## src/hdl/assert_macros.svh

```systemverilog
// Assertion helpers for the RTL file that carries checks.
`ifndef ASSERT_MACROS_SVH
`define ASSERT_MACROS_SVH

// Check that is held off while reset is asserted.
`define PUD_ASSERT(label, clock, rstn, prop, msg) \
  label: assert property (@(posedge clock) disable iff (!rstn) prop) else $error(msg);

// Check that is also evaluated during reset.
`define PUD_ASSERT_ALWAYS(label, clock, prop, msg) \
  label: assert property (@(posedge clock) prop) else $error(msg);

`endif

```

## src/hdl/pud_pkg.sv

```systemverilog
`default_nettype none

package pud_pkg;

  // Characters that the decoder treats specially.
  localparam logic [7:0] PCT_CHAR   = 8'h25;
  localparam logic [7:0] PLUS_CHAR  = 8'h2B;
  localparam logic [7:0] SPACE_CHAR = 8'h20;

  // Configuration register map.
  localparam int         CFG_AW    = 3;
  localparam logic       REG_LIMIT = 1'b0;
  localparam logic [15:0] LIMIT_RST = 16'd256;

  // Default depth of the run queue between front and back.
  localparam int QDEPTH_DEF = 4;

  // One result item.
  typedef struct packed {
    logic [7:0] data;
    logic       term;
  } res_t;

  // All results caused by one input item, oldest in slot 0.
  typedef struct packed {
    res_t [2:0] res;
    logic [1:0] cnt;
  } run_t;

  function automatic logic is_hex(input logic [7:0] c);
    return (c >= 8'h30 && c <= 8'h39) || (c >= 8'h41 && c <= 8'h46) ||
           (c >= 8'h61 && c <= 8'h66);
  endfunction

  // Value of a hex digit; only called on characters that pass is_hex.
  function automatic logic [3:0] hex_val(input logic [7:0] c);
    logic [7:0] t;
    if (c >= 8'h61) t = c - 8'h57;
    else if (c >= 8'h41) t = c - 8'h37;
    else t = c - 8'h30;
    return t[3:0];
  endfunction

endpackage

`default_nettype wire

```

## src/hdl/pud_in_if.sv

```systemverilog
`default_nettype none

interface pud_in_if;
  logic       valid;
  logic       ready;
  logic [7:0] in_byte;
  logic       end_of_string;

  modport source (output valid, output in_byte, output end_of_string, input ready);
  modport sink (input valid, input in_byte, input end_of_string, output ready);
endinterface

`default_nettype wire

```

## src/hdl/pud_out_if.sv

```systemverilog
`default_nettype none

interface pud_out_if;
  logic       valid;
  logic       ready;
  logic [7:0] out_byte;
  logic       is_terminator;
  logic       last_of_run;

  modport source (output valid, output out_byte, output is_terminator,
                  output last_of_run, input ready);
  modport sink (input valid, input out_byte, input is_terminator,
                input last_of_run, output ready);
endinterface

`default_nettype wire

```

## src/hdl/pud_front.sv

```systemverilog
`default_nettype none

module pud_front (
  input  wire logic          clk,
  input  wire logic          rst_n,
  pud_in_if.sink             in_ch,
  input  wire logic [15:0]   limit,
  input  wire logic          q_full,
  output logic               push,
  output pud_pkg::run_t      run
);
  import pud_pkg::*;

  typedef enum logic [1:0] {PH_NONE, PH_PCT, PH_DIGIT} phase_t;

  phase_t      phase_r, phase_nxt;
  logic [7:0]  held_r, held_nxt;
  logic [15:0] bw_r, bw_nxt;

  logic             accept;
  logic [7:0]       c;
  logic             pc_pct;
  logic [7:0]       pc_byte;
  logic [2:0][7:0]  d;
  logic [1:0]       n;
  logic             term;
  logic [15:0]      cap;
  logic [15:0]      rem;
  logic [1:0]       keep;

  assign in_ch.ready = !q_full;
  assign accept      = in_ch.valid && in_ch.ready;
  assign c           = in_ch.in_byte;

  // How the incoming byte reads when it is taken as plain input.
  assign pc_pct  = (c == PCT_CHAR);
  assign pc_byte = (c == PLUS_CHAR) ? SPACE_CHAR : c;

  // Escape sequencing: candidate data bytes for this item, before the cap.
  always_comb begin
    d         = '0;
    n         = 2'd0;
    term      = 1'b0;
    phase_nxt = phase_r;
    held_nxt  = held_r;
    if (in_ch.end_of_string) begin
      term      = 1'b1;
      phase_nxt = PH_NONE;
      held_nxt  = 8'h00;
      case (phase_r)
        PH_PCT: begin
          d[0] = PCT_CHAR;
          n    = 2'd1;
        end
        PH_DIGIT: begin
          d[0] = PCT_CHAR;
          d[1] = held_r;
          n    = 2'd2;
        end
        default: n = 2'd0;
      endcase
    end else begin
      case (phase_r)
        PH_PCT: begin
          if (is_hex(c)) begin
            held_nxt  = c;
            phase_nxt = PH_DIGIT;
          end else begin
            phase_nxt = PH_NONE;
            d[0]      = PCT_CHAR;
            if (pc_pct) begin
              phase_nxt = PH_PCT;
              n         = 2'd1;
            end else begin
              d[1] = pc_byte;
              n    = 2'd2;
            end
          end
        end
        PH_DIGIT: begin
          phase_nxt = PH_NONE;
          held_nxt  = 8'h00;
          if (is_hex(c)) begin
            d[0] = {hex_val(held_r), hex_val(c)};
            n    = 2'd1;
          end else begin
            d[0] = PCT_CHAR;
            d[1] = held_r;
            if (pc_pct) begin
              phase_nxt = PH_PCT;
              n         = 2'd2;
            end else begin
              d[2] = pc_byte;
              n    = 2'd3;
            end
          end
        end
        default: begin
          phase_nxt = PH_NONE;
          if (pc_pct) begin
            phase_nxt = PH_PCT;
          end else begin
            d[0] = pc_byte;
            n    = 2'd1;
          end
        end
      endcase
    end
  end

  // Capacity: keep only as many data bytes as the string still has room for.
  assign cap  = (limit == 16'd0) ? 16'd0 : limit - 16'd1;
  assign rem  = (cap > bw_r) ? cap - bw_r : 16'd0;
  assign keep = (rem >= {14'd0, n}) ? n : rem[1:0];

  always_comb begin
    for (int i = 0; i < 3; i++) begin
      run.res[i].data = d[i];
      run.res[i].term = 1'b0;
    end
    if (term) begin
      run.res[keep].data = 8'h00;
      run.res[keep].term = 1'b1;
    end
    run.cnt = keep + {1'b0, term};
  end

  assign push   = accept && (run.cnt != 2'd0);
  assign bw_nxt = in_ch.end_of_string ? 16'd0 : bw_r + {14'd0, keep};

  always_ff @(posedge clk) begin
    if (!rst_n) begin
      phase_r <= PH_NONE;
      held_r  <= 8'h00;
      bw_r    <= 16'd0;
    end else if (accept) begin
      phase_r <= phase_nxt;
      held_r  <= held_nxt;
      bw_r    <= bw_nxt;
    end
  end

endmodule

`default_nettype wire

```

## src/hdl/pud_queue.sv

```systemverilog
`default_nettype none

module pud_queue #(
  parameter int DEPTH = pud_pkg::QDEPTH_DEF
) (
  input  wire logic          clk,
  input  wire logic          rst_n,
  input  wire logic          push,
  input  wire pud_pkg::run_t push_run,
  output logic               full,
  input  wire logic          pop,
  output logic               head_valid,
  output pud_pkg::run_t      head
);
  import pud_pkg::*;

  localparam int PW = (DEPTH > 1) ? $clog2(DEPTH) : 1;
  localparam int CW = $clog2(DEPTH + 1);

  run_t            mem [DEPTH];
  logic [PW-1:0]   wr_r, wr_nxt;
  logic [PW-1:0]   rd_r, rd_nxt;
  logic [CW-1:0]   count_r, count_nxt;
  logic            do_push;
  logic            do_pop;

  assign full       = (count_r == CW'(DEPTH));
  assign head_valid = (count_r != '0);
  assign head       = mem[rd_r];
  assign do_push    = push && !full;
  assign do_pop     = pop && head_valid;

  // Pointers wrap at the depth, which need not be a power of two.
  assign wr_nxt = (wr_r == PW'(DEPTH - 1)) ? '0 : wr_r + PW'(1);
  assign rd_nxt = (rd_r == PW'(DEPTH - 1)) ? '0 : rd_r + PW'(1);

  always_comb begin
    count_nxt = count_r;
    if (do_push && !do_pop) count_nxt = count_r + CW'(1);
    else if (do_pop && !do_push) count_nxt = count_r - CW'(1);
  end

  always_ff @(posedge clk) begin
    if (do_push) mem[wr_r] <= push_run;
  end

  always_ff @(posedge clk) begin
    if (!rst_n) begin
      wr_r    <= '0;
      rd_r    <= '0;
      count_r <= '0;
    end else begin
      if (do_push) wr_r <= wr_nxt;
      if (do_pop) rd_r <= rd_nxt;
      count_r <= count_nxt;
    end
  end

endmodule

`default_nettype wire

```

## src/hdl/pud_back.sv

```systemverilog
`default_nettype none

module pud_back (
  input  wire logic          clk,
  input  wire logic          rst_n,
  input  wire logic          head_valid,
  input  wire pud_pkg::run_t head,
  output logic               pop,
  pud_out_if.source          out_ch
);
  import pud_pkg::*;

  logic [1:0] pos_r;
  logic       out_valid_r;
  logic [7:0] out_byte_r;
  logic       out_term_r;
  logic       out_last_r;
  logic       load;
  logic       last;
  res_t       cur;

  // With a run queued, the output register refills when empty or taken.
  assign load = head_valid && (!out_valid_r || out_ch.ready);
  assign cur  = head.res[pos_r];
  assign last = (pos_r == head.cnt - 2'd1);
  assign pop  = load && last;

  always_ff @(posedge clk) begin
    if (!rst_n) begin
      pos_r       <= 2'd0;
      out_valid_r <= 1'b0;
    end else begin
      if (load) begin
        pos_r       <= last ? 2'd0 : pos_r + 2'd1;
        out_valid_r <= 1'b1;
      end else if (out_ch.ready) begin
        out_valid_r <= 1'b0;
      end
    end
  end

  // Payload needs no reset.
  always_ff @(posedge clk) begin
    if (load) begin
      out_byte_r <= cur.data;
      out_term_r <= cur.term;
      out_last_r <= last;
    end
  end

  assign out_ch.valid         = out_valid_r;
  assign out_ch.out_byte      = out_byte_r;
  assign out_ch.is_terminator = out_term_r;
  assign out_ch.last_of_run   = out_last_r;

endmodule

`default_nettype wire

```

## src/hdl/percent_url_decoder.sv

```systemverilog
// Streaming URL percent-decoder with '+' taken as a space.
// Input channel in_ch carries one encoded byte per item, or an end item
// (end_of_string set) that flushes held escape bytes and yields a terminator.
// Output channel out_ch carries one decoded byte per item; last_of_run marks
// the final result caused by an input item. An input item gives zero to three
// results; items that give none (a held '%' or hex digit) produce no output.
// The APB-style cfg_ port holds output_limit at address 0; write it only
// while the block is idle. At most output_limit-1 data bytes leave per string.
// Each result is held in the run queue and then in the output register. The
// front classifies one item per cycle into a queue of runs while the queue
// has room; the back drains one result per cycle into the output register
// while the receiver takes them, so the block sustains one item per cycle
// when each item gives one result and the receiver does not stall; an item
// with several results stays in the queue until the back has sent each of
// them. in_ch.ready drops only when the run queue is full. When the receiver
// stalls, the output item holds and the queue fills behind it. Reset empties
// the queue and the output register, clears the escape state and the byte
// count, and sets output_limit to 256.
`default_nettype none

module percent_url_decoder #(
  parameter int QUEUE_DEPTH = pud_pkg::QDEPTH_DEF
) (
  input  wire logic                         clk,
  input  wire logic                         rst_n,
  pud_in_if.sink                            in_ch,
  pud_out_if.source                         out_ch,
  input  wire logic                         cfg_psel,
  input  wire logic                         cfg_penable,
  input  wire logic                         cfg_pwrite,
  input  wire logic [pud_pkg::CFG_AW-1:0]   cfg_paddr,
  input  wire logic [31:0]                  cfg_pwdata,
  output logic [31:0]                       cfg_prdata,
  output logic                              cfg_pready
);
  import pud_pkg::*;

  `include "assert_macros.svh"

  logic [15:0] limit_r;
  logic        cfg_wr;
  logic        q_full;
  logic        push;
  run_t        push_run;
  logic        head_valid;
  run_t        head;
  logic        pop;
  logic        out_term;
  logic        term_ok;

  // Configuration register.
  assign cfg_pready = 1'b1;
  assign cfg_wr     = cfg_psel && cfg_penable && cfg_pwrite && cfg_pready &&
                      (cfg_paddr[CFG_AW-1] == REG_LIMIT);
  assign cfg_prdata = (cfg_paddr[CFG_AW-1] == REG_LIMIT) ? {16'd0, limit_r} : 32'd0;

  always_ff @(posedge clk) begin
    if (!rst_n) begin
      limit_r <= LIMIT_RST;
    end else if (cfg_wr) begin
      limit_r <= cfg_pwdata[15:0];
    end
  end

  pud_front u_front (
    .clk    (clk),
    .rst_n  (rst_n),
    .in_ch  (in_ch),
    .limit  (limit_r),
    .q_full (q_full),
    .push   (push),
    .run    (push_run)
  );

  pud_queue #(.DEPTH(QUEUE_DEPTH)) u_queue (
    .clk        (clk),
    .rst_n      (rst_n),
    .push       (push),
    .push_run   (push_run),
    .full       (q_full),
    .pop        (pop),
    .head_valid (head_valid),
    .head       (head)
  );

  pud_back u_back (
    .clk        (clk),
    .rst_n      (rst_n),
    .head_valid (head_valid),
    .head       (head),
    .pop        (pop),
    .out_ch     (out_ch)
  );

  // Terminator seen on the output, and whether it is shaped as it should be.
  assign out_term = out_ch.valid && out_ch.is_terminator;
  assign term_ok  = out_ch.last_of_run && (out_ch.out_byte == 8'h00);

  // A run entering the queue always holds at least one result.
  `PUD_ASSERT(a_push_nonempty, clk, rst_n, push |-> (push_run.cnt != 2'd0), "empty run pushed")
  // The terminator closes its run and carries a zero byte.
  `PUD_ASSERT(a_term_last, clk, rst_n, out_term |-> term_ok, "terminator not last or not zero")
  // The back only pops a run that is present.
  `PUD_ASSERT(a_pop_valid, clk, rst_n, pop |-> head_valid, "pop from empty queue")
  // No result is offered right after a reset cycle.
  `PUD_ASSERT_ALWAYS(a_reset_idle, clk, !rst_n |=> !out_ch.valid, "output valid after reset")

endmodule

`default_nettype wire
```

## src/flat_wrapper.sv

```systemverilog
// flat-port wrapper written by rule: the top's interface ports become plain ports
module percent_url_decoder_flat import pud_pkg::*;
#(
  parameter int QUEUE_DEPTH = pud_pkg::QDEPTH_DEF
)
  (clk, rst_n, cfg_psel, cfg_penable, cfg_pwrite, cfg_paddr, cfg_pwdata, cfg_prdata, cfg_pready, in_ch_valid, in_ch_in_byte, in_ch_end_of_string, in_ch_ready, out_ch_valid, out_ch_out_byte, out_ch_is_terminator, out_ch_last_of_run, out_ch_ready);
  pud_in_if in_ch_i ();
  pud_out_if out_ch_i ();
  input  wire logic clk;
  input  wire logic rst_n;
  input  wire logic cfg_psel;
  input  wire logic cfg_penable;
  input  wire logic cfg_pwrite;
  input  wire logic [pud_pkg::CFG_AW-1:0] cfg_paddr;
  input  wire logic [31:0] cfg_pwdata;
  output logic [31:0] cfg_prdata;
  output logic cfg_pready;
  input wire logic [$bits(in_ch_i.valid)-1:0] in_ch_valid;
  input wire logic [$bits(in_ch_i.in_byte)-1:0] in_ch_in_byte;
  input wire logic [$bits(in_ch_i.end_of_string)-1:0] in_ch_end_of_string;
  output wire logic [$bits(in_ch_i.ready)-1:0] in_ch_ready;
  output wire logic [$bits(out_ch_i.valid)-1:0] out_ch_valid;
  output wire logic [$bits(out_ch_i.out_byte)-1:0] out_ch_out_byte;
  output wire logic [$bits(out_ch_i.is_terminator)-1:0] out_ch_is_terminator;
  output wire logic [$bits(out_ch_i.last_of_run)-1:0] out_ch_last_of_run;
  input wire logic [$bits(out_ch_i.ready)-1:0] out_ch_ready;
  assign in_ch_i.valid = in_ch_valid;
  assign in_ch_i.in_byte = in_ch_in_byte;
  assign in_ch_i.end_of_string = in_ch_end_of_string;
  assign in_ch_ready = in_ch_i.ready;
  assign out_ch_valid = out_ch_i.valid;
  assign out_ch_out_byte = out_ch_i.out_byte;
  assign out_ch_is_terminator = out_ch_i.is_terminator;
  assign out_ch_last_of_run = out_ch_i.last_of_run;
  assign out_ch_i.ready = out_ch_ready;
  percent_url_decoder #(.QUEUE_DEPTH(QUEUE_DEPTH)) u_core (.clk(clk), .rst_n(rst_n), .in_ch(in_ch_i), .out_ch(out_ch_i), .cfg_psel(cfg_psel), .cfg_penable(cfg_penable), .cfg_pwrite(cfg_pwrite), .cfg_paddr(cfg_paddr), .cfg_pwdata(cfg_pwdata), .cfg_prdata(cfg_prdata), .cfg_pready(cfg_pready));
endmodule
```

## config.mk

```make
export PLATFORM = sky130hd
export DESIGN_NAME = percent_url_decoder_flat
export DESIGN_NICKNAME = d
export VERILOG_FILES = /design/src/hdl/pud_pkg.sv /design/src/hdl/pud_in_if.sv /design/src/hdl/pud_out_if.sv /design/src/hdl/pud_front.sv /design/src/hdl/pud_queue.sv /design/src/hdl/pud_back.sv /design/src/hdl/percent_url_decoder.sv /design/src/flat_wrapper.sv
export VERILOG_INCLUDE_DIRS = /design/src /design/src/hdl
export SDC_FILE = /design/constraint.sdc
export NUM_CORES = 1
export LEC_CHECK = 0
export BUFFER_PORTS_ARGS = -buffer_cell sky130_fd_sc_hd__buf_2
export CAP_MARGIN = 5
export CORE_MARGIN = 5
export CORE_UTILIZATION = 40
export CTS_BUF_LIST = sky130_fd_sc_hd__clkbuf_8
export DETAILED_ROUTE_END_ITERATION = 10
export GPL_ROUTABILITY_DRIVEN = 0
export PLACE_DENSITY = 0.64
export SLEW_MARGIN = 20
export SYNTH_ARGS = -nofsm -noshare
export SYNTH_HDL_FRONTEND = slang
export SYNTH_HIERARCHICAL = 1
export SYNTH_SLANG_ARGS = --single-unit
```

## constraint.sdc

```tcl
create_clock -name clk -period 7.7 [get_ports clk]
set_clock_uncertainty 0.1 [all_clocks]
set_input_delay 0.77 -clock clk [delete_from_list [all_inputs] [get_ports clk]]
set_output_delay 0.77 -clock clk [all_outputs]
set_load 0.02 [all_outputs]
```

After elaboration in Yosys (flattened, before gate mapping) --
Memories as Yosys holds them, arrays and structs flattened. A register that Yosys moved wholly into a read port is not among the register bits. Index checks and enable logic that the tools add are counted.
Storage, ports and cells: output and inout bits 45, bits in registers 62, RAM bits 116, input port bits 51, memories 1
Operators by class: mux-type cells 58, reduce and logical (&&, ||, !) cells 30, eq/ne operators 9, add/sub/neg operators 16, bitwise operators 1, order comparisons 13
Memory list:
- u_core.u_queue.mem | words 4, width 29, rd ports 1, clocked after memory_dff 1, write ports 1, line pud_queue.sv:20 | run_t mem [DEPTH];
Operators by type and width (number):
- two-way mux 16 bit | 7
- two-way mux 8 bit | 8
- bitwise mux 27 bit | 2
- one-hot mux 8 bit (2 select lines) | 3
- demux 9 bit (select 2 bit) | 2
- >= comparator 8 x 7 -> 1 bit (second input constant) | 4
- two-way mux 27 bit | 1
- two-way mux 2 bit | 12
- binary-select mux 9 bit (select 2 bit) | 1
- two-way mux 9 bit | 2
- adder 16 x 2 -> 16 bit | 1
- equality test 8 x 6 -> 1 bit (second input constant) | 2
- >= comparator 16 x 2 -> 1 bit | 1
- greater-than comparator 16 bit | 1
- less-or-equal comparator 8 x 7 -> 1 bit (second input constant) | 2
- zero test 16 bit | 1
- two-way mux 4 bit | 4
- subtractor 16 x 1 -> 16 bit (second input constant) | 1
- subtractor 16 bit | 1
- subtractor 4 x 3 -> 4 bit (second input constant) | 4
- logical AND 1 bit | 15
- one-hot mux 2 bit (2 select lines) | 3
- two-way mux 1 bit | 10
- >= comparator 8 x 6 -> 1 bit (second input constant) | 1
- 23 further kinds | 38

Longest topological paths before layout --
Gate-level depths: netlist of the first run.
depth after elaboration 17, gate-level depth with buffers 33, mapped depth without buffers 32

Cells and area by module --
The synthesis of the first run kept the hierarchy.
Modules (own cells, without submodules):
- pud_queue | instances 1, cells an instance 202, sequential area each 3663.5 sq um, area an instance 4669.5 sq um
- pud_front | instances 1, cells an instance 479, sequential area each 520.5 sq um, area an instance 3329.4 sq um
- percent_url_decoder | instances 1, cells an instance 106, sequential area each 320.3 sq um, area an instance 912.1 sq um
- pud_back | instances 1, cells an instance 64, sequential area each 360.3 sq um, area an instance 683.2 sq um

Worst setup path after synthesis of the first run --
No wires, ideal clock.
path kind register to register, start register u_core.limit_r[9], end register u_core.u_queue.count_r[2], required time 7.524 ns, period minus slack after synthesis 6.303 ns, slack 1.397 ns, cell stages (with the launch flop) 31, data arrival time 6.127 ns, library setup time 0.076 ns, path buffers 2, cell sequence dfxtp_1 -> or4_1 -> nor3_1 -> and3_1 -> clkbuf_1 -> nor2_1 -> ha_1 -> o211ai_1 -> o21ai_1 -> nor2b_1 -> o21ai_0 -> a22oi_1 -> nand2_1 -> ha_1 -> nand2b_1 -> a21oi_1 -> o2111ai_1 -> mux2i_1 -> nor2_1 -> inv_1 -> ha_1 -> xnor2_1 -> o21a_1 -> nor2b_1 -> buf_2 -> ha_1 -> inv_1 -> fa_1 -> xor2_1 -> or3_1 -> a21boi_0
RTL lines:
- start, declared | line percent_url_decoder.sv:40 | logic [15:0] limit_r;
- start signal, assigned | line percent_url_decoder.sv:61 | limit_r <= cfg_pwdata[15:0];
- end signal, assigned | line pud_queue.sv:55 | count_r <= count_nxt;
- end, declared | line pud_queue.sv:23 | logic [CW-1:0] count_r, count_nxt;

==> results of run 1 <==
==> cell type report <==
class / instances / area [sq um]
timing repair buffer: 70 / 375
clock inverter: 15 / 198
inverter: 40 / 150
sequential: 180 / 4870
multi-input combinational: 596 / 4330
clock buffer: 17 / 234
fill: 2194 / 13000
tap: 319 / 399
==> layout by cell type (no fill, tap or decap), drive strengths merged, types with 8 or more instances in the layout <==
| cell type | Yosys | layout |
|---|---|---|
| nor2b | 28 | 28 |
| o21a | 8 | 8 |
| buf | 28 | 70 |
| edfxtp | 126 | 126 |
| or3 | 11 | 11 |
| nor2 | 61 | 61 |
| nand2 | 94 | 94 |
| and2 | 14 | 14 |
| xnor2 | 26 | 26 |
| clkinv | 0 | 8 |
| mux2i | 30 | 30 |
| ha | 37 | 37 |
| xor2 | 10 | 10 |
| clkbuf | 22 | 17 |
| a22oi | 8 | 8 |
| inv | 40 | 46 |
| o21ai | 44 | 44 |
| a21oi | 31 | 31 |
| and3 | 8 | 8 |
| conb | 2 | 17 |
| nor3 | 18 | 18 |
| dfxtp | 54 | 54 |
| mux4 | 29 | 29 |
| nand2b | 8 | 8 |
| nand3 | 19 | 19 |
==> through the flow <==
stage | power [W] | instance area, sq um | std cells
finish | 0.00255 | 10600 | 1237
global route | 0.00270 | 10600 | 1237
CTS | 0.00258 | 10500 | 1237
detailed placement | 0.00192 | 10100 | 1205
global placement | 0.00191 | 10100 | 1205
floorplan | 0.00176 | 9650 | 866
==> worst reg2reg max path: cells and delay by family, from the launching register on <==
family / cells / cell delay [ns]
adder cells (fa/ha/maj): 6 / 1.62
buffers and inverters: 3 / 0.21
flip-flops: 1 / 0.38
AND/OR/NAND/NOR: 9 / 2.45
AO/OA/AOI/OAI: 8 / 1.55
XOR/XNOR: 2 / 0.59
==> power breakdown <==
group	switching, W	total, W	leakage (nW)	internal [W]
Sequential	0.0000538	0.00125	1.61	0.00119
Combinational	0.000379	0.000641	1.98	0.000262
Clock	0.000404	0.000660	0.209	0.000256
==> routing by layer <==
metal / GRT usage / vias to the layer above / share of wire
met2: 0.231 / 129 / 0.47
li1: - / 3171 / -
met4: 0.0340 / 0 / 0.010
met5: 0 / - / 0
met1: 0.203 / 3020 / 0.47
met3: 0.0267 / 15 / 0.041
==> Yosys cell counts (4+ instances only) <==
cell      instances
a21boi_0          6
a22o_1            5
ha_1             37
a32o_1            5
nand2_1          94
mux2i_1          30
nor4_1            6
edfxtp_1        126
clkbuf_1         22
o21ai_0          43
a22oi_1           8
nor3_1           18
nand3_1          19
mux4_2           28
a211oi_1          5
a21o_1            6
inv_1            40
o21a_1            8
nor2b_1          28
or3_1            11
buf_4            19
o211ai_1          4
nand2b_1          8
dfxtp_1          54
nor2_1           61
a31oi_1           5
xnor2_1          26
buf_2             5
and3_1            8
a21oi_1          28
and2b_2           6
xor2_1           10
and2_1           14
==> state kept, by name, indices dropped and copies added, names as in the netlist, named ones only <==
register	flops
u_core/u_back/out_ch.is_terminator	1
u_core/u_back/out_ch.valid	1
u_core/u_queue/count_r	3
u_core/u_back/out_ch.out_byte	8
u_core/limit_r	16
u_core/u_back/out_ch.last_of_run	1
u_core/u_queue/rd_r	2
u_core/u_queue/mem	116
u_core/u_front/phase_r	2
u_core/u_front/bw_r	16
u_core/u_back/pos_r	2
u_core/u_queue/wr_r	2
u_core/u_front/held_r	8
==> cells by family after synthesis <==
group	Yosys count	share of synthesized area
XOR/XNOR	36	0.0329
multiplexers	60	0.101
other	2	0.000783
buffers and inverters	90	0.0483
AND/OR/NAND/NOR	297	0.156
flip-flops	180	0.507
adder cells (fa/ha/maj)	40	0.0545
AO/OA/AOI/OAI	146	0.0992
==> worst max path at each step <==
stage / slack (ns) / cells past startpoint / to / from
floorplan: 1.40 / 30 / u_core/u_queue/count_r[2] / u_core/limit_r[9]
global placement: 0.86 / 28 / u_core/u_queue/count_r[2] / u_core/limit_r[9]
detailed placement: 0.78 / 28 / u_core/u_queue/count_r[2] / u_core/limit_r[9]
CTS: 0.72 / 28 / u_core/u_queue/count_r[2] / u_core/limit_r[9]
global route: 0.02 / 29 / u_core/u_queue/count_r[2] / u_core/limit_r[9]
finish: 0.73 / 28 / u_core/u_queue/count_r[2] / u_core/limit_r[9]
==> impl_metrics.tcl, run 1 <==
set metrics [dict create \
    drt-pass1-iter-count 5 \
    row_count 56 \
    crit_path_top_delay_cell "or4_1" \
    hp-class "flip-flop to flip-flop" \
    rsz0062_at_grt "false" \
    grt_pass1_vias 6004 \
    min_to "u_core/u_front/phase_r[1]" \
    cts_resized 0 \
    holdPathStages 2 \
    r2r_slack_ns 0.73 \
    fin_crit_sh 0.906 \
    ant_nets 0 \
    synth_seq_cells 180 \
    clk_latency_ns 0.46 \
    rr_startpoint "u_core/limit_r[9]" \
    ios 96 \
    drive_gt1_frac 0.166 \
    area_delta_synth_final_pct 9.98 \
    post_cts_buffers 0 \
    startpoint_type "flip-flop" \
    p_leak_nw 3.80 \
    setup_viol 0 \
    avgSynthCellArea_sq_um 11.3 \
    synthFlopType "edfxtp_1" \
    maxCapViolCount 0 \
    synth-edff-count 126 \
    synthTopCellsByArea "edfxtp_1 39%, dfxtp_1 11%, mux4_2 6.6%, ha_1 4.8%, nand2_1 3.7%" \
    synth_cell_types 70 \
    gr-total-overflow 0 \
    slowest_delay_ns 0.59 \
    syn-cell-area_sq_um 9590 \
    final_nets 996 \
    die_area_sq_um 27200 \
    required_ns 7.99 \
    drt_iter0_markers 366 \
    reg2reg_to "u_core/u_queue/count_r[2]" \
    vdd_drop_max_uv 121 \
    fp.coreArea_sq_um 23500 \
    outcome "finished clean" \
    yosys.area.top_type "edfxtp_1" \
    cts_max_path_buffers 2 \
    ctsHoldBuffers 0 \
    antenna_found_initial 0 \
    critPathMaxFanout 7 \
    drt_wl_total_microns 19200 \
    fin_tns_setup_ns 0 \
    grt_use_total 0.144 \
    layout_setup_ws_ns 0.727 \
    cp.arrival_ns 7.26 \
    path_clk_slew_ns 0.12 \
    worstMarginPinSlew_ns 0.983 \
    synth-seq-area-share 0.507 \
    drv_slew 0 \
    yosysWarnings 6 \
    dieWidth_microns 165 \
    cts_sinks 180 \
    grt_max_degree 62 \
    critPathMostFrequentCell "ha_1" \
    netlist_instances 851 \
    critical_path_buf_inv_count 3 \
    relSlewSlack 0.344 \
    p_per_area_nw_per_um2 242 \
    worstSetupEndpointType "flip-flop" \
    diodes 0 \
    ctsRootBufferMaster "clkbuf_8" \
    portBuffers 60 \
    hold_viol_final 0 \
    whs_ns 0.392 \
    critPathKind "flip-flop to flip-flop" \
    grt_pass1_wl_microns 31200 \
    start_util 0.408 \
    synthArstFlopShare 0 \
    hold_start "u_core/u_front/phase_r[1]" \
    utilization 0.448 \
    period_needed_ns 6.97 \
    numCtsBuffers 17 \
    synth_top_area_frac 0.394 \
    drc 0 \
    pre_cts_ws_ns 0.778 \
    htree_levels 4 \
    vias 6335 \
    cp_top_family "simple AND/OR/NAND/NOR gates" \
    vias_per_cell 5.12 \
    cts_tree "done" \
    dp_hpwl_microns 13700 \
    die_y_microns 165 \
    wl_per_cell_microns 15.5 \
    clock.fmax_ghz 0.143 \
    rr_worst_depth 28 \
]
Note: power is estimated with default switching activity, not from simulation.
==> inputs of run 2 (changes only) <==
--- a/config.mk
+++ b/config.mk
@@ -17,5 +17,4 @@
 export SLEW_MARGIN = 20
 export SYNTH_ARGS = -nofsm -noshare
 export SYNTH_HDL_FRONTEND = slang
-export SYNTH_HIERARCHICAL = 1
 export SYNTH_SLANG_ARGS = --single-unit
==> run 2 against run 1 <==
Compared with the run above:
- global-route usage rose by 0.58 points
- non-clock buffer count is 19 higher
- worst setup slack worse by 0.20 ns
- sequential cell count stayed put
- clock-buffer cell count unchanged
- sequential share of layout area shrank 0.63 points
- final area is 1.4% higher
- critical path type unchanged
==> impl_metrics.tcl, run 2 <==
set metrics [dict create \
    synthFlopType "edfxtp_1" \
    drt_wl_total_microns 19600 \
    diodes 0 \
    start_util 0.405 \
    setup_viol 0 \
    r2r_slack_ns 0.52 \
    synth-edff-count 126 \
    p_leak_nw 3.98 \
    dpl-instance-area_sq_um 10200 \
    yosys.area.top_type "edfxtp_1" \
    netlist_instances 836 \
    synth-seq-area-share 0.515 \
    fp.coreArea_sq_um 23300 \
    htree_levels 4 \
    relSlewSlack 0.376 \
    grt_use_total 0.150 \
    reg2reg_to "u_core.u_queue.count_r[2]" \
    outcome "finished clean" \
    clock.fmax_ghz 0.139 \
    critPathKind "flip-flop to flip-flop" \
    hp-class "flip-flop to flip-flop" \
    yosysWarnings 0 \
    die_y_microns 164 \
    path_clk_slew_ns 0.10 \
    p_sw_w 0.000813 \
    fin_tns_setup_ns 0 \
    synth_seq_cells 180 \
    p_int_w 0.00174 \
    critPathMaxFanout 5 \
    fin_area_sq_um 10700 \
    die_area_sq_um 26800 \
    worstSetupEndpointType "flip-flop" \
    portBuffers 60 \
    cts_tree "done" \
    cts_sinks 180 \
    cts_max_path_buffers 2 \
    vias_per_cell 5.08 \
    final_cell_mix "126 x edfxtp_1, 81 x nand2_1, 60 x buf_2" \
    clk_latency_ns 0.47 \
    sw_frac_of_total 0.319 \
    seq_power_share 0.482 \
    rr_startpoint "u_core.limit_r[3]" \
    slowest_delay_ns 0.55 \
    min_to "u_core.u_back.out_ch.valid" \
    worstMarginPinSlew_ns 0.913 \
    p_clk_frac 0.262 \
    largest_register "u_core.u_queue.mem" \
    maxCapViolCount 0 \
    startpoint_type "flip-flop" \
    antenna_found_initial 0 \
    drive_gt1_frac 0.198 \
    row_count 56 \
    drt_iter0_markers 397 \
    period_needed_ns 7.18 \
    numCtsBuffers 17 \
    ys_top_cells_by_count "126 x edfxtp_1, 81 x nand2_1, 59 x nor2_1" \
    dp_hpwl_microns 14000 \
    ios 96 \
    largest_reg_flops 116 \
    rsz0062_at_grt "false" \
    final_common_cell "edfxtp_1" \
    drc 0 \
    fin_crit_sh 0.932 \
    final_nets 1005 \
    grt_pass1_wl_microns 31700 \
    synth_top_area_frac 0.401 \
    grt_pass1_vias 6223 \
    seqCellArea_sq_um 4870 \
    multi_input_area_sq_um 4240 \
    crit_path_top_delay_cell "or4_4" \
    reg_top3 "u_core.u_queue.mem x116, u_core.limit_r x16, u_core.u_front.bw_r x16" \
    combPwrFrac 0.257 \
    ctsRootBufferMaster "clkbuf_8" \
    holdPathStages 2 \
    synthArstFlopShare 0 \
    syn-cell-area_sq_um 9440 \
    drt-pass1-iter-count 6 \
    grt_max_degree 42 \
    critPathMostFrequentCell "inv_1" \
    p_per_area_nw_per_um2 238 \
    avgSynthCellArea_sq_um 11.3 \
    area_delta_synth_final_pct 13.3 \
    final.fill_count 2185 \
    rr_worst_depth 33 \
    ant_nets 0 \
    synth_cell_types 67 \
    vias 6326 \
    hold_start "u_core.u_back.out_ch.valid" \
    cp.arrival_ns 7.48 \
    synth_most_common_cell "edfxtp_1" \
    hold_viol_final 0 \
    vdd_drop_max_uv 112 \
    required_ns 8.00 \
    dieWidth_microns 164 \
    gr-total-overflow 0 \
    synthTopCellsByArea "edfxtp_1 40%, dfxtp_1 11%, mux4_2 6.9%, ha_1 4.9%, nand2_1 3.2%" \
    drv_slew 0 \
    wl_per_cell_microns 15.7 \
]
run 2: cell count changes after synthesis, sizes merged, moves of 8 or more:
cell	before	now
inv	40	54
nand3	19	27
a21boi	7	26
mux2i	30	18
nand2	94	81
o21ai	44	23
run 2: worst max-delay path, delay by kind of cell (launching register included):
family          cells  cell delay, ns
buf+inv             3            0.17
flops               1            0.36
fa+ha+maj           6            1.66
simple gates       11            2.42
compound gates     10            1.88
mux                 2            0.34
xor+xnor            1            0.17
run 2: power by group through the flow:
stage / logic (W) / clock network, W / registers (W)
6_report: 0.000655 / 0.000667 / 0.00123
5_1_grt: 0.000726 / 0.000724 / 0.00124
4_1_cts: 0.000654 / 0.000688 / 0.00123
3_5_place_dp: 0.000652 / 0 / 0.00125
3_3_place_gp: 0.000646 / 0 / 0.00125
2_1_floorplan: 0.000473 / 0 / 0.00125
run 2: per-stage QoR:
step | hold WS, ns | worst slack, ns | std cells | total power, W | utilization
after floorplan | 0.354 | 0.311 | 851 | 0.00173 | -
after global placement | 0.369 | 0.183 | 1212 | 0.00190 | 0.438
after detailed placement | 0.378 | 0.0686 | 1212 | 0.00191 | 0.438
after CTS | 0.386 | 0.0543 | 1244 | 0.00257 | 0.455
after global routing | 0.402 | 0.00114 | 1246 | 0.00269 | 0.459
final | 0.389 | 0.524 | 1246 | 0.00255 | 0.459
run 2: kinds of logic after synthesis:
family,count (synthesis),share of synthesized area
AOI/OAI and AO/OA,140,0.0994
adders and majority gates,40,0.0554
DFF,180,0.515
buffers and inverters,99,0.0476
muxes,49,0.0933
other,2,0.000795
xor gates and xnor gates,39,0.0362
and+or+nand+nor,287,0.152
run 2: how the worst max path moves through the flow:
stage	startpoint	endpoint	slack (ns)	cells after the start
floorplan	u_core.limit_r[7]	u_core.u_queue.count_r[2]	0.31	34
global placement	u_core.limit_r[3]	u_core.u_queue.count_r[2]	0.18	33
detailed placement	u_core.limit_r[3]	u_core.u_queue.count_r[2]	0.07	33
CTS	u_core.limit_r[3]	u_core.u_queue.count_r[2]	0.05	33
global route	u_core.limit_r[3]	u_core.u_queue.count_r[2]	0.001	33
finish	u_core.limit_r[3]	u_core.u_queue.count_r[2]	0.52	33
run 2: what timing repair did:
action / CTS / global route
resized for setup: 0 / 16
hold buffers: 0 / 0
buffers inserted: 0 / 2
endpoints found under the setup margin: 0 / 118
run 2: layout make-up:
type	instances	area share
clock inverter	15	0.0172
timing repair buffer	89	0.0531
clock buffer	17	0.0219
inverter	54	0.0192
tap	319	0.0373
multi-input combinational	572	0.396
sequential	180	0.455
run 2: metal layers:
layer | routed length (microns) | up-vias | global-route usage
li1 | - | 3166 | -
met1 | 8640 | 3019 | 0.190
met2 | 9820 | 120 | 0.260
met3 | 833 | 21 | 0.0303
met4 | 259 | 0 | 0.0416
met5 | 0 | - | 0
